===== src/rtl/core/psrp_pkg.sv =====
// ----------------------------------------------------------------------------
// psrp_pkg
// Shared types and constants for the sensor report parser.
// ----------------------------------------------------------------------------
`timescale 1ns / 1ps
`default_nettype none

package psrp_pkg;

   localparam int VALUE_COUNT_DEFAULT   = 9;
   localparam int CHANNEL_COUNT_DEFAULT = 3;

   localparam int WORD_BITS         = 32;
   localparam int WORDS_PER_CHANNEL = 3;
   localparam int CHANNEL_BITS      = WORD_BITS * WORDS_PER_CHANNEL;

   localparam logic [6:0] DATA_MASK   = 7'h7f;
   localparam logic [6:0] SHIFT_STEP  = 7'd7;
   localparam logic [6:0] SHIFT_LIMIT = 7'd64;

   localparam logic [2:0]  WT_VARINT      = 3'd0;
   localparam logic [2:0]  WT_LEN         = 3'd2;
   localparam logic [31:0] FIELD_PAYLOAD  = 32'd1;
   localparam logic [31:0] FIELD_ACCURACY = 32'd2;

   typedef enum logic [1:0] {
      ST_OK        = 2'd0,
      ST_MALFORMED = 2'd1,
      ST_LENGTH    = 2'd2
   } status_type;

   typedef struct packed {
      logic [7:0] byte_in;
      logic       last_byte;
   } req_type;

   typedef struct packed {
      logic [1:0]  channel_index;
      logic [31:0] delta_bits;
      logic [31:0] raw_bits;
      logic [31:0] baseline_bits;
      logic [31:0] accuracy_out;
      logic [1:0]  status;
      logic        last_result;
   } rsp_type;

   // parser to result stage, one per finished report
   typedef struct packed {
      logic        done;
      status_type  status;
      logic [31:0] accuracy;
   } report_type;

endpackage

`default_nettype wire


===== src/rtl/core/psrp_parser.sv =====
// ----------------------------------------------------------------------------
// psrp_parser
// Byte-wide wire format parser: varints, field dispatch, payload capture.
// ----------------------------------------------------------------------------
`timescale 1ns / 1ps
`default_nettype none

module psrp_parser
   import psrp_pkg::*;
#(
   parameter int VALUE_COUNT = VALUE_COUNT_DEFAULT
) (
   input  wire logic                            clock,
   input  wire logic                            reset,
   input  wire logic                            in_accept,
   input  wire req_type                         in_req,
   output      logic [VALUE_COUNT*WORD_BITS-1:0] payload_out,
   output      report_type                      report_out
);

   localparam int PAYLOAD_BYTES = VALUE_COUNT * 4;
   localparam int PAY_W         = VALUE_COUNT * WORD_BITS;
   localparam int CNT_W         = $clog2(PAYLOAD_BYTES + 2);

   typedef enum logic [4:0] {
      PH_KEY   = 5'b00001,
      PH_VALUE = 5'b00010,
      PH_LEN   = 5'b00100,
      PH_BODY  = 5'b01000,
      PH_DEAD  = 5'b10000
   } phase_type;

   phase_type        phase_ff, phase_in;
   logic [63:0]      accum_ff, accum_in;
   logic [6:0]       shift_ff, shift_in;
   logic [31:0]      field_ff, field_in;
   logic [63:0]      skip_ff, skip_in;
   logic             capture_ff, capture_in;
   logic [CNT_W-1:0] count_ff, count_in;
   logic [PAY_W-1:0] pay_ff, pay_in;
   logic [31:0]      acc_ff, acc_in;
   logic             mal_ff, mal_in;

   logic [63:0] vint;
   logic [6:0]  shift_sum;
   logic        bad_end;

   assign vint      = accum_ff | (64'({57'd0, in_req.byte_in[6:0] & DATA_MASK}) << shift_ff);
   assign shift_sum = shift_ff + SHIFT_STEP;

   always_comb begin
      phase_in   = phase_ff;
      accum_in   = accum_ff;
      shift_in   = shift_ff;
      field_in   = field_ff;
      skip_in    = skip_ff;
      capture_in = capture_ff;
      count_in   = count_ff;
      pay_in     = pay_ff;
      acc_in     = acc_ff;
      mal_in     = mal_ff;
      report_out = '0;
      bad_end    = 1'b0;

      if (in_accept) begin
         unique case (phase_ff) inside
            PH_KEY, PH_VALUE, PH_LEN: begin
               if (in_req.byte_in[7]) begin
                  accum_in = vint;
                  shift_in = shift_sum;
                  if (shift_sum >= SHIFT_LIMIT) begin
                     mal_in   = 1'b1;
                     phase_in = PH_DEAD;
                  end
               end else begin
                  accum_in = '0;
                  shift_in = '0;
                  if (phase_ff == PH_KEY) begin
                     field_in = vint[34:3];
                     case (vint[2:0])
                        WT_VARINT: phase_in = PH_VALUE;
                        WT_LEN:    phase_in = PH_LEN;
                        default: begin
                           mal_in   = 1'b1;
                           phase_in = PH_DEAD;
                        end
                     endcase
                  end else if (phase_ff == PH_VALUE) begin
                     if (field_ff == FIELD_ACCURACY) begin
                        acc_in = vint[31:0];
                     end
                     phase_in = PH_KEY;
                  end else begin
                     capture_in = (field_ff == FIELD_PAYLOAD);
                     if (field_ff == FIELD_PAYLOAD) begin
                        count_in = '0;
                     end
                     skip_in  = vint;
                     phase_in = (vint != 64'd0) ? PH_BODY : PH_KEY;
                  end
               end
            end
            PH_BODY: begin
               if (capture_ff) begin
                  if (count_ff < CNT_W'(PAYLOAD_BYTES)) begin
                     pay_in = {in_req.byte_in, pay_ff[PAY_W-1:8]};
                  end
                  if (count_ff <= CNT_W'(PAYLOAD_BYTES)) begin
                     count_in = count_ff + CNT_W'(1);
                  end
               end
               skip_in = skip_ff - 64'd1;
               if (skip_ff == 64'd1) begin
                  phase_in = PH_KEY;
               end
            end
            PH_DEAD: begin
            end
            default: begin
            end
         endcase

         if (in_req.last_byte) begin
            bad_end             = mal_in || (phase_in != PH_KEY) || (shift_in != 7'd0);
            report_out.done     = 1'b1;
            report_out.accuracy = acc_in;
            if (bad_end) begin
               report_out.status = ST_MALFORMED;
            end else if (count_in != CNT_W'(PAYLOAD_BYTES)) begin
               report_out.status = ST_LENGTH;
            end else begin
               report_out.status = ST_OK;
            end
            phase_in   = PH_KEY;
            accum_in   = '0;
            shift_in   = '0;
            field_in   = '0;
            skip_in    = '0;
            capture_in = 1'b0;
            count_in   = '0;
            acc_in     = '0;
            mal_in     = 1'b0;
         end
      end
   end

   // payload seen by the result stage includes the current byte
   assign payload_out = pay_in;

   always_ff @(posedge clock) begin
      if (reset) begin
         phase_ff   <= PH_KEY;
         accum_ff   <= '0;
         shift_ff   <= '0;
         field_ff   <= '0;
         skip_ff    <= '0;
         capture_ff <= 1'b0;
         count_ff   <= '0;
         acc_ff     <= '0;
         mal_ff     <= 1'b0;
      end else begin
         phase_ff   <= phase_in;
         accum_ff   <= accum_in;
         shift_ff   <= shift_in;
         field_ff   <= field_in;
         skip_ff    <= skip_in;
         capture_ff <= capture_in;
         count_ff   <= count_in;
         acc_ff     <= acc_in;
         mal_ff     <= mal_in;
      end
   end

   always_ff @(posedge clock) begin
      pay_ff <= pay_in;
   end

endmodule

`default_nettype wire


===== src/rtl/core/psrp_emitter.sv =====
// ----------------------------------------------------------------------------
// psrp_emitter
// Result register: holds a finished report and walks its channels.
// ----------------------------------------------------------------------------
`timescale 1ns / 1ps
`default_nettype none

module psrp_emitter
   import psrp_pkg::*;
#(
   parameter int VALUE_COUNT   = VALUE_COUNT_DEFAULT,
   parameter int CHANNEL_COUNT = CHANNEL_COUNT_DEFAULT
) (
   input  wire logic                             clock,
   input  wire logic                             reset,
   input  wire report_type                       report_in,
   input  wire logic [VALUE_COUNT*WORD_BITS-1:0] payload_in,
   output      logic                             free_out,
   output      logic                             rsp_valid,
   input  wire logic                             rsp_stall,
   output      rsp_type                          rsp_payload
);

   localparam int PAY_W = VALUE_COUNT * WORD_BITS;
   localparam int CHW   = (CHANNEL_COUNT > 1) ? $clog2(CHANNEL_COUNT) : 1;

   logic             valid_ff, valid_in;
   logic [CHW-1:0]   chan_ff, chan_in;
   status_type       status_ff, status_in;
   logic [31:0]      acc_ff, acc_in;
   logic [PAY_W-1:0] bank_ff, bank_in;

   logic take;
   logic final_w;

   assign final_w  = (status_ff != ST_OK) || (chan_ff == CHW'(CHANNEL_COUNT - 1));
   assign take     = valid_ff && !rsp_stall;
   assign free_out = !valid_ff || (take && final_w);

   always_comb begin
      valid_in  = valid_ff;
      chan_in   = chan_ff;
      status_in = status_ff;
      acc_in    = acc_ff;
      bank_in   = bank_ff;
      if (report_in.done) begin
         valid_in  = 1'b1;
         chan_in   = '0;
         status_in = report_in.status;
         acc_in    = (report_in.status == ST_OK) ? report_in.accuracy : 32'd0;
         bank_in   = (report_in.status == ST_OK) ? payload_in : '0;
      end else if (take) begin
         if (final_w) begin
            valid_in = 1'b0;
         end else begin
            chan_in = chan_ff + CHW'(1);
            bank_in = bank_ff >> CHANNEL_BITS;
         end
      end
   end

   always_ff @(posedge clock) begin
      if (reset) begin
         valid_ff  <= 1'b0;
         chan_ff   <= '0;
         status_ff <= ST_OK;
      end else begin
         valid_ff  <= valid_in;
         chan_ff   <= chan_in;
         status_ff <= status_in;
      end
   end

   always_ff @(posedge clock) begin
      acc_ff  <= acc_in;
      bank_ff <= bank_in;
   end

   assign rsp_valid                 = valid_ff;
   assign rsp_payload.channel_index = 2'(chan_ff);
   assign rsp_payload.delta_bits    = bank_ff[WORD_BITS-1:0];
   assign rsp_payload.raw_bits      = bank_ff[2*WORD_BITS-1:WORD_BITS];
   assign rsp_payload.baseline_bits = bank_ff[3*WORD_BITS-1:2*WORD_BITS];
   assign rsp_payload.accuracy_out  = acc_ff;
   assign rsp_payload.status        = status_ff;
   assign rsp_payload.last_result   = final_w;

endmodule

`default_nettype wire


===== src/rtl/core/protobuf_sensor_report_parser.sv =====
// ----------------------------------------------------------------------------
// protobuf_sensor_report_parser
// Parses a byte stream of sensor reports and emits per-channel results.
// ----------------------------------------------------------------------------
//  port group   direction  contents
//  req_*        in         one report byte and its last-byte flag
//  rsp_*        out        one channel result, or one error result
//
//  One byte is taken per cycle unless stalled; parse state updates in that cycle.
//  The last byte of a report loads the result register; results follow one per
//  cycle unless stalled, from the next cycle: CHANNEL_COUNT, or one error result.
//  Bytes of the next report keep flowing while results drain; only its last
//  byte is held (req_stall) until the previous report's final result is taken.
//  Synchronous reset returns the parser to key parsing and empties the output.
// ----------------------------------------------------------------------------
`timescale 1ns / 1ps
`default_nettype none

module protobuf_sensor_report_parser
   import psrp_pkg::*;
#(
   parameter int VALUE_COUNT   = VALUE_COUNT_DEFAULT,
   parameter int CHANNEL_COUNT = CHANNEL_COUNT_DEFAULT
) (
   input  wire logic    clock,
   input  wire logic    reset,
   input  wire logic    req_valid,
   output      logic    req_stall,
   input  wire req_type req_payload,
   output      logic    rsp_valid,
   input  wire logic    rsp_stall,
   output      rsp_type rsp_payload
);

   logic [VALUE_COUNT*WORD_BITS-1:0] payload;
   report_type                       report;
   logic                             out_free;
   logic                             accept;

   assign req_stall = req_payload.last_byte && !out_free;
   assign accept    = req_valid && !req_stall;

   psrp_parser #(
      .VALUE_COUNT (VALUE_COUNT)
   ) u_parser (
      .clock       (clock),
      .reset       (reset),
      .in_accept   (accept),
      .in_req      (req_payload),
      .payload_out (payload),
      .report_out  (report)
   );

   psrp_emitter #(
      .VALUE_COUNT   (VALUE_COUNT),
      .CHANNEL_COUNT (CHANNEL_COUNT)
   ) u_emitter (
      .clock       (clock),
      .reset       (reset),
      .report_in   (report),
      .payload_in  (payload),
      .free_out    (out_free),
      .rsp_valid   (rsp_valid),
      .rsp_stall   (rsp_stall),
      .rsp_payload (rsp_payload)
   );

endmodule

`default_nettype wire


===== config.mk =====
export PLATFORM = sky130hd
export DESIGN_NAME = protobuf_sensor_report_parser
export DESIGN_NICKNAME = d
export VERILOG_FILES = /design/src/rtl/core/psrp_pkg.sv /design/src/rtl/core/psrp_parser.sv /design/src/rtl/core/psrp_emitter.sv /design/src/rtl/core/protobuf_sensor_report_parser.sv
export SDC_FILE = /design/constraint.sdc
export NUM_CORES = 2
export LEC_CHECK = 0
export BUFFER_PORTS_ARGS = -buffer_cell sky130_fd_sc_hd__buf_2
export CAP_MARGIN = 20
export CORE_MARGIN = 5
export CORE_UTILIZATION = 40
export DETAILED_ROUTE_END_ITERATION = 6
export RECOVER_POWER = 100
export SYNTH_ARGS = -nofsm -noshare
export SYNTH_HDL_FRONTEND = slang
export SYNTH_SLANG_ARGS = --single-unit

===== constraint.sdc =====
create_clock -name clock -period 7.77 [get_ports clock]
set_input_delay 0 -clock clock [delete_from_list [all_inputs] [get_ports clock]]
set_output_delay 0 -clock clock [all_outputs]
set_load 0.005 [all_outputs]

# After elaboration in Yosys (flattened, before gate mapping)
# Cells that the tools add are included.
[word_totals]
in_bits = 13
word_cells = 144
out_inout_bits = 135
regBits = 825
[classes]
n_mux = 68
magnitude_cmp = 3
bitwise = 2
shifts = 1
n_addsub = 4
eq_ne = 18
n_reduce_logical = 33
[op_table]
columns = ["op", "n"]
rows = [
  ["$mux W288", 8],
  ["$mux W64", 7],
  ["$mux W32", 10],
  ["$pmux W64 S2", 1],
  ["$mux W35", 2],
  ["$eq A64 B1 Y1 const B", 1],
  ["$or A64 B64 Y64", 1],
  ["$reduce_bool A64 Y1", 1],
  ["$shl A7 B7 Y64", 1],
  ["$sub A64 B1 Y64 const B", 1],
  ["$mux W6", 8],
  ["$mux W5", 7],
  ["$eq A32 B1 Y1 const B", 1],
  ["$eq A32 B2 Y1 const B", 1],
  ["$mux W7", 4],
  ["$pmux W5 S2", 2],
  ["$mux W1", 15],
  ["$pmux W6 S2", 1],
  ["$reduce_and A5 Y1", 2],
  ["$reduce_bool A2 Y1", 5],
  ["$ne A3 B3 Y1 const B", 3],
  ["$ne A2 B2 Y1 const B", 4],
  ["$reduce_and A2 Y1", 4],
  ["$add A7 B3 Y7 const B", 1],
  ["27 further kinds", 38],
]

# Depth between registers and ports, before layout
[depth]
word_depth = 18
depth_mapped = 17
mapped_depth_nobuf = 11

# Cells and area by module
# Synthesis repeated with hierarchy kept, for this count alone.
[unflattened]
hier_cells = 3474
hier_area_um2 = 35791.8
[by_module_without_submodules]
columns = ["mod", "seq_area_each_um2", "cells_each", "area_per_inst_um2", "n_inst"]
rows = [
  ["psrp_parser", 10009.6, 2236, 21052.7, 1],
  ["psrp_emitter", 9709.3, 1236, 14716.6, 1],
  ["protobuf_sensor_report_parser", 0.0, 2, 22.5, 1],
]

# Least setup slack after synthesis
# No wires, ideal clock.
[synth_path]
kind = "reg2reg"
startpoint = "reg u_emitter.chan_ff[0]"
endpoint = "reg u_emitter.bank_ff[0], enable pin"
setup_ns = 2.188
path_buffers = 2
arrival_ns = 6.479
stages_incl_launch_ff = 9
path_slack_ns = -0.898
t_required_ns = 5.582
period_less_slack_ns = 8.668
cell_sequence = "dfxtp_1 > inv_1 > ha_1 > nor3_1 > o21ai_0 > nand3_1 > clkbuf_1 > clkbuf_1 > nand2_1"
[synth_between]
elab_chain_cells = 11
word_cells_on_any_way = 12
classes_between = "2 x eq/ne; 1 x mux; 9 x reduce/logical"
[synth_rtl]
columns = ["element", "line", "rtl"]
rows = [
  ["start: declaration", "psrp_emitter.sv:28", "logic [CHW-1:0] chan_ff, chan_in;"],
  ["start signal: assignment", "psrp_emitter.sv:69", "chan_ff <= chan_in;"],
  ["$eq A2 B2 Y1 (*)", "psrp_emitter.sv:36", "assign final_w = (status_ff != ST_OK) || (chan_ff == CHW'(CHANNEL_COUNT - 1));"],
  ["$logic_or A1 B1 Y1 (*)", "psrp_emitter.sv:36", ""],
  ["$logic_and A1 B1 Y1", "psrp_emitter.sv:38", "assign free_out = !valid_ff || (take && final_w);"],
  ["$logic_or A1 B1 Y1", "psrp_emitter.sv:38", ""],
  ["$logic_not A1 Y1", "protobuf_sensor_report_parser.sv:40", "assign req_stall = req_payload.last_byte && !out_free;"],
  ["$logic_and A1 B1 Y1", "protobuf_sensor_report_parser.sv:40", ""],
  ["$logic_not A1 Y1", "protobuf_sensor_report_parser.sv:41", "assign accept = req_valid && !req_stall;"],
  ["$logic_and A1 B1 Y1", "protobuf_sensor_report_parser.sv:41", ""],
  ["$mux W35", "psrp_parser.sv:65", "if (in_accept) begin"],
  ["$ne A2 B2 Y1 (no line) / $reduce_bool A2 Y1 (equally long branches)", "n/a", ""],
  ["$reduce_and A2 Y1 (no line) (*)", "n/a", ""],
  ["end signal: assignment", "psrp_emitter.sv:76", "bank_ff <= bank_in;"],
  ["end: declaration", "psrp_emitter.sv:31", "logic [PAY_W-1:0] bank_ff, bank_in;"],
]
# Every way passes the cells marked *; elsewhere a longest branch is shown, timed or not.
# A chain may end at the register's enable or synchronous reset.

# Worst setup path in the final report
[layout_path]
startpoint = "reg u_parser.shift_ff[2]"
endpoint = "reg u_emitter.acc_ff[3] (data pin)"
[layout_between]
elab_chain_cells = 17
word_cells_on_any_way = 39
classes_between = "1 x add/sub; 1 x order compare; 2 x eq/ne; 1 x shift; 25 x mux; 1 x bitwise; 8 x reduce/logical"
[layout_rtl]
columns = ["element", "line", "rtl"]
rows = [
  ["start: declaration", "psrp_parser.sv:35", "logic [6:0] shift_ff, shift_in;"],
  ["start signal: assignment", "psrp_parser.sv:164", "shift_ff <= shift_in;"],
  ["branches (longest 17 deep; another with $add A7 B3 Y7)", "n/a", ""],
  ["end signal: assignment", "psrp_emitter.sv:75", "acc_ff <= acc_in;"],
  ["end: declaration", "psrp_emitter.sv:30", "logic [31:0] acc_ff, acc_in;"],
]
# Parallel ways; which one is timed is not known. The select of a mux whose other input is x is not followed.

==> flow_metrics.tcl <==
set metrics [dict create \
    holdPathStages 3 \
    layout.nets 3365 \
    ys_seq_area_share_pct 56.55 \
    synth_top_area_share_pct 28.99 \
    rr_startpoint "u_parser.shift_ff[2]" \
    syn_inst 3370 \
    die_w_um 305.3 \
    tightestPinTransition_ns 4.014 \
    hold_viol_final 0 \
    routed_via_density 5.429 \
    fin_skew_ns 0.04484 \
    p_switching_w 0.002245 \
    clockPowerShare_pct 45.0 \
    hold_end "u_parser.skip_ff[34]" \
    avgSynthCellArea_um2 10.35 \
    via_count 24850 \
    placed_cells 4395 \
    dp_hpwl_um 63380 \
    dr.pass1.iters 5 \
    r2r_setup_slack_ns 1.17 \
    synth_most_common_cell "dfxtp_1" \
    yosys-top-cells-count "dfxtp_1, edfxtp_1, nand2_1" \
    gp_congestion 0.9296 \
    drive_gt1_share_pct 9.848 \
    synthTopCellsByArea "dfxtp_1, edfxtp_1, mux2i_1, o21ai_0, mux2_2" \
    overflow 0 \
    grt_max_degree 196 \
    instances_no_fill 4577 \
    pre_cts_ws_ns 1.975 \
    end_kind "flip-flop" \
    worst-setup-path-type "flip-flop to flip-flop" \
    violations "capacitance limit, slew limit" \
    maxCapViolations 8 \
    r2r_cells 11 \
    cp_max_fo 48 \
    clockBufferDepth 3 \
    track_usage_pct 20.19 \
    synth_edf_count 320 \
    async_reset_ff_share_pct 0 \
    cts_resized 0 \
    synth_ff_type "dfxtp_1" \
    hold_buffers 15 \
    wl_per_cell_um 21.36 \
    syn_area_um2 34870 \
    tns_ns 0 \
    insertion_delay_ns 0.67 \
    areaGrowthSynthToFinish_pct 11.21 \
    initial_core_util_pct 40.26 \
    dieHeight_um 305.3 \
    p_int_w 0.007277 \
    grt_pass1_wl_um 149000 \
    cts_made_buffers 88 \
    cp.required_ns 8.04 \
    drc 0 \
    yosysWarnings 0 \
    slew_headroom_pct -167.6 \
    vdd.ir_drop.worst_v 0.0001704 \
    grt_pass1_vias 23760 \
    power_density_nw_per_um2 245.5 \
    sw_frac_of_total_pct 23.58 \
    synth_fp_nets 3389 \
    initialDrtViolationCount 2419 \
    diodes 0 \
    period_minus_slack_ns 6.597 \
    cts_tree "built" \
    final_max_slew_viol_count 567 \
    routed_wl_um 97750 \
    holdCritStartpoint "reset" \
    holdWs_ns 0.2680 \
    postRouteAntennaNets 0 \
    antenna_found_initial 0 \
    rr_endpoint "u_emitter.acc_ff[3]" \
    ys_types 79 \
    port_buffers 147 \
    rows 108 \
    p_leak_nw 15.03 \
    rsz0062_at_grt "no" \
    outcome "complete, but fails checks" \
    core-area_um2 86620 \
    timing.final.crit_share_pct 84.91 \
    die_area_um2 93190 \
    fin_ws_ns 1.173 \
    cts_setup_buffers 0 \
    comb_power_share_pct 5.8 \
    cts.sinks 825 \
    clk_pin_slew_worst_paths_ns 0.06 \
    pin_count 148 \
    htreeDepth 3 \
    arrival_ns 6.86 \
    critPathLaunchType "flip-flop" \
    fmax_ghz 0.1516 \
    ys_ff_latch 825 \
    fill_cells 8181 \
    hold_path_class "input pin to flip-flop" \
    root_buffer "clkbuf_16" \
    power_frac_seq_pct 49.3 \
    setup_viol_count_final 0 \
    yosysTopAreaCell "dfxtp_1" \
]
-- worst max path at each step --
stage	start	endpoint	slack (ns)	depth (start not counted)
6_report	u_parser.shift_ff[2]	u_emitter.acc_ff[3]	1.17	11
5_1_grt	u_parser.shift_ff[2]	u_emitter.acc_ff[3]	0.72	11
4_1_cts	u_parser.shift_ff[1]	u_emitter.bank_ff[250]	1.95	11
3_5_place_dp	u_parser.shift_ff[1]	u_emitter.bank_ff[250]	1.98	11
3_3_place_gp	u_parser.shift_ff[1]	u_emitter.acc_ff[18]	1.89	9
2_1_floorplan	u_emitter.chan_ff[0]	u_emitter.bank_ff[0]	2.05	8
-- power by group through the flow --
| stage | clock (W) | combinational [W] | sequential, W |
|---|---|---|---|
| finish | 0.00428 | 0.000548 | 0.00469 |
| global route | 0.00455 | 0.000601 | 0.00470 |
| CTS | 0.00436 | 0.000566 | 0.00468 |
| global placement | 0 | 0.000558 | 0.00478 |
| floorplan | 0 | 0.000384 | 0.00477 |
| detailed placement | 0 | 0.000559 | 0.00478 |
-- cell usage in the layout (no fill, tap or decap), types with 13 or more instances in the layout --
cell type / n
a21oi_1: 134
buf_4: 21
clkbuf_8: 22
edfxtp_1: 320
a2111oi_0: 20
buf_2: 48
mux2_2: 96
nand2_1: 297
or3_1: 14
nand2b_1: 14
o21ai_0: 295
nor3_1: 80
a22oi_1: 119
mux2i_1: 219
nor2_1: 265
dfxtp_1: 505
clkbuf_16: 90
nand3_1: 26
nor4_1: 43
dlygate4sd3_1: 15
a21o_1: 32
inv_1: 216
o22ai_1: 16
o211ai_1: 13
nor3b_1: 99
clkbuf_1: 137
-- state kept, by name (all words and copies together), names as in the netlist --
register	flops
u_parser.phase_ff	5
u_parser.shift_ff	7
u_parser.pay_ff	288
u_emitter.bank_ff	288
u_parser.accum_ff	64
u_parser.skip_ff	64
u_parser.acc_ff	32
u_parser.mal_ff	1
u_emitter.chan_ff	2
u_parser.field_ff	32
u_emitter.status_ff	2
u_emitter.rsp_valid	1
u_parser.capture_ff	1
u_parser.count_ff	6
u_emitter.acc_ff	32
-- worst max-delay path, cell delays in order, from the launching register on --
cell	delay (ns)
dfxtp_1	0.77
clkbuf_1	0.57
or2_0	0.41
nor4_1	0.09
clkbuf_1	0.21
a21oi_1	0.62
nand3_1	0.18
nor4_1	0.33
nand4_1	0.18
o31ai_1	0.84
nand3_4	0.73
a2111oi_0	1.22
-- per-stage QoR --
stage	cell area, um^2	utilization, %	power (W)
CTS	39090	45.13	0.009614
finish	38780	44.77	0.009522
floorplan	34870	-	0.005150
detailed placement	35940	41.50	0.005334
global route	38780	44.77	0.009852
global placement	35940	41.49	0.005334
-- routing by layer --
layer,share of wire [%],track usage [%],routed length (um)
met2,47,32.34,45550
met4,3.4,6.884,3329
met5,0,0,0
met3,5.1,3.081,4940
met1,45,28.21,43940
-- final cells by class --
cell class / count / area, um^2 / share of cell area [%]
sequential: 825 / 19720 / 50.85
multi-input combinational: 2008 / 12710 / 32.77
clock buffer: 136 / 2645 / 6.821
tap: 1155 / 1445 / 3.727
timing repair buffer: 207 / 1099 / 2.833
inverter: 216 / 810.8 / 2.091
clock inverter: 30 / 354.1 / 0.9131
-- kinds of logic after synthesis --
| group | synth area share (%) |
|---|---|
| buffers and inverters | 6.964 |
| DFF | 56.55 |
| AOI/OAI and AO/OA | 13.35 |
| and+or+nand+nor | 12.86 |
| muxes | 9.709 |
| xor gates and xnor gates | 0.3516 |
| adders and majority gates | 0.2153 |
Note: power is estimated with default switching activity, not from simulation.
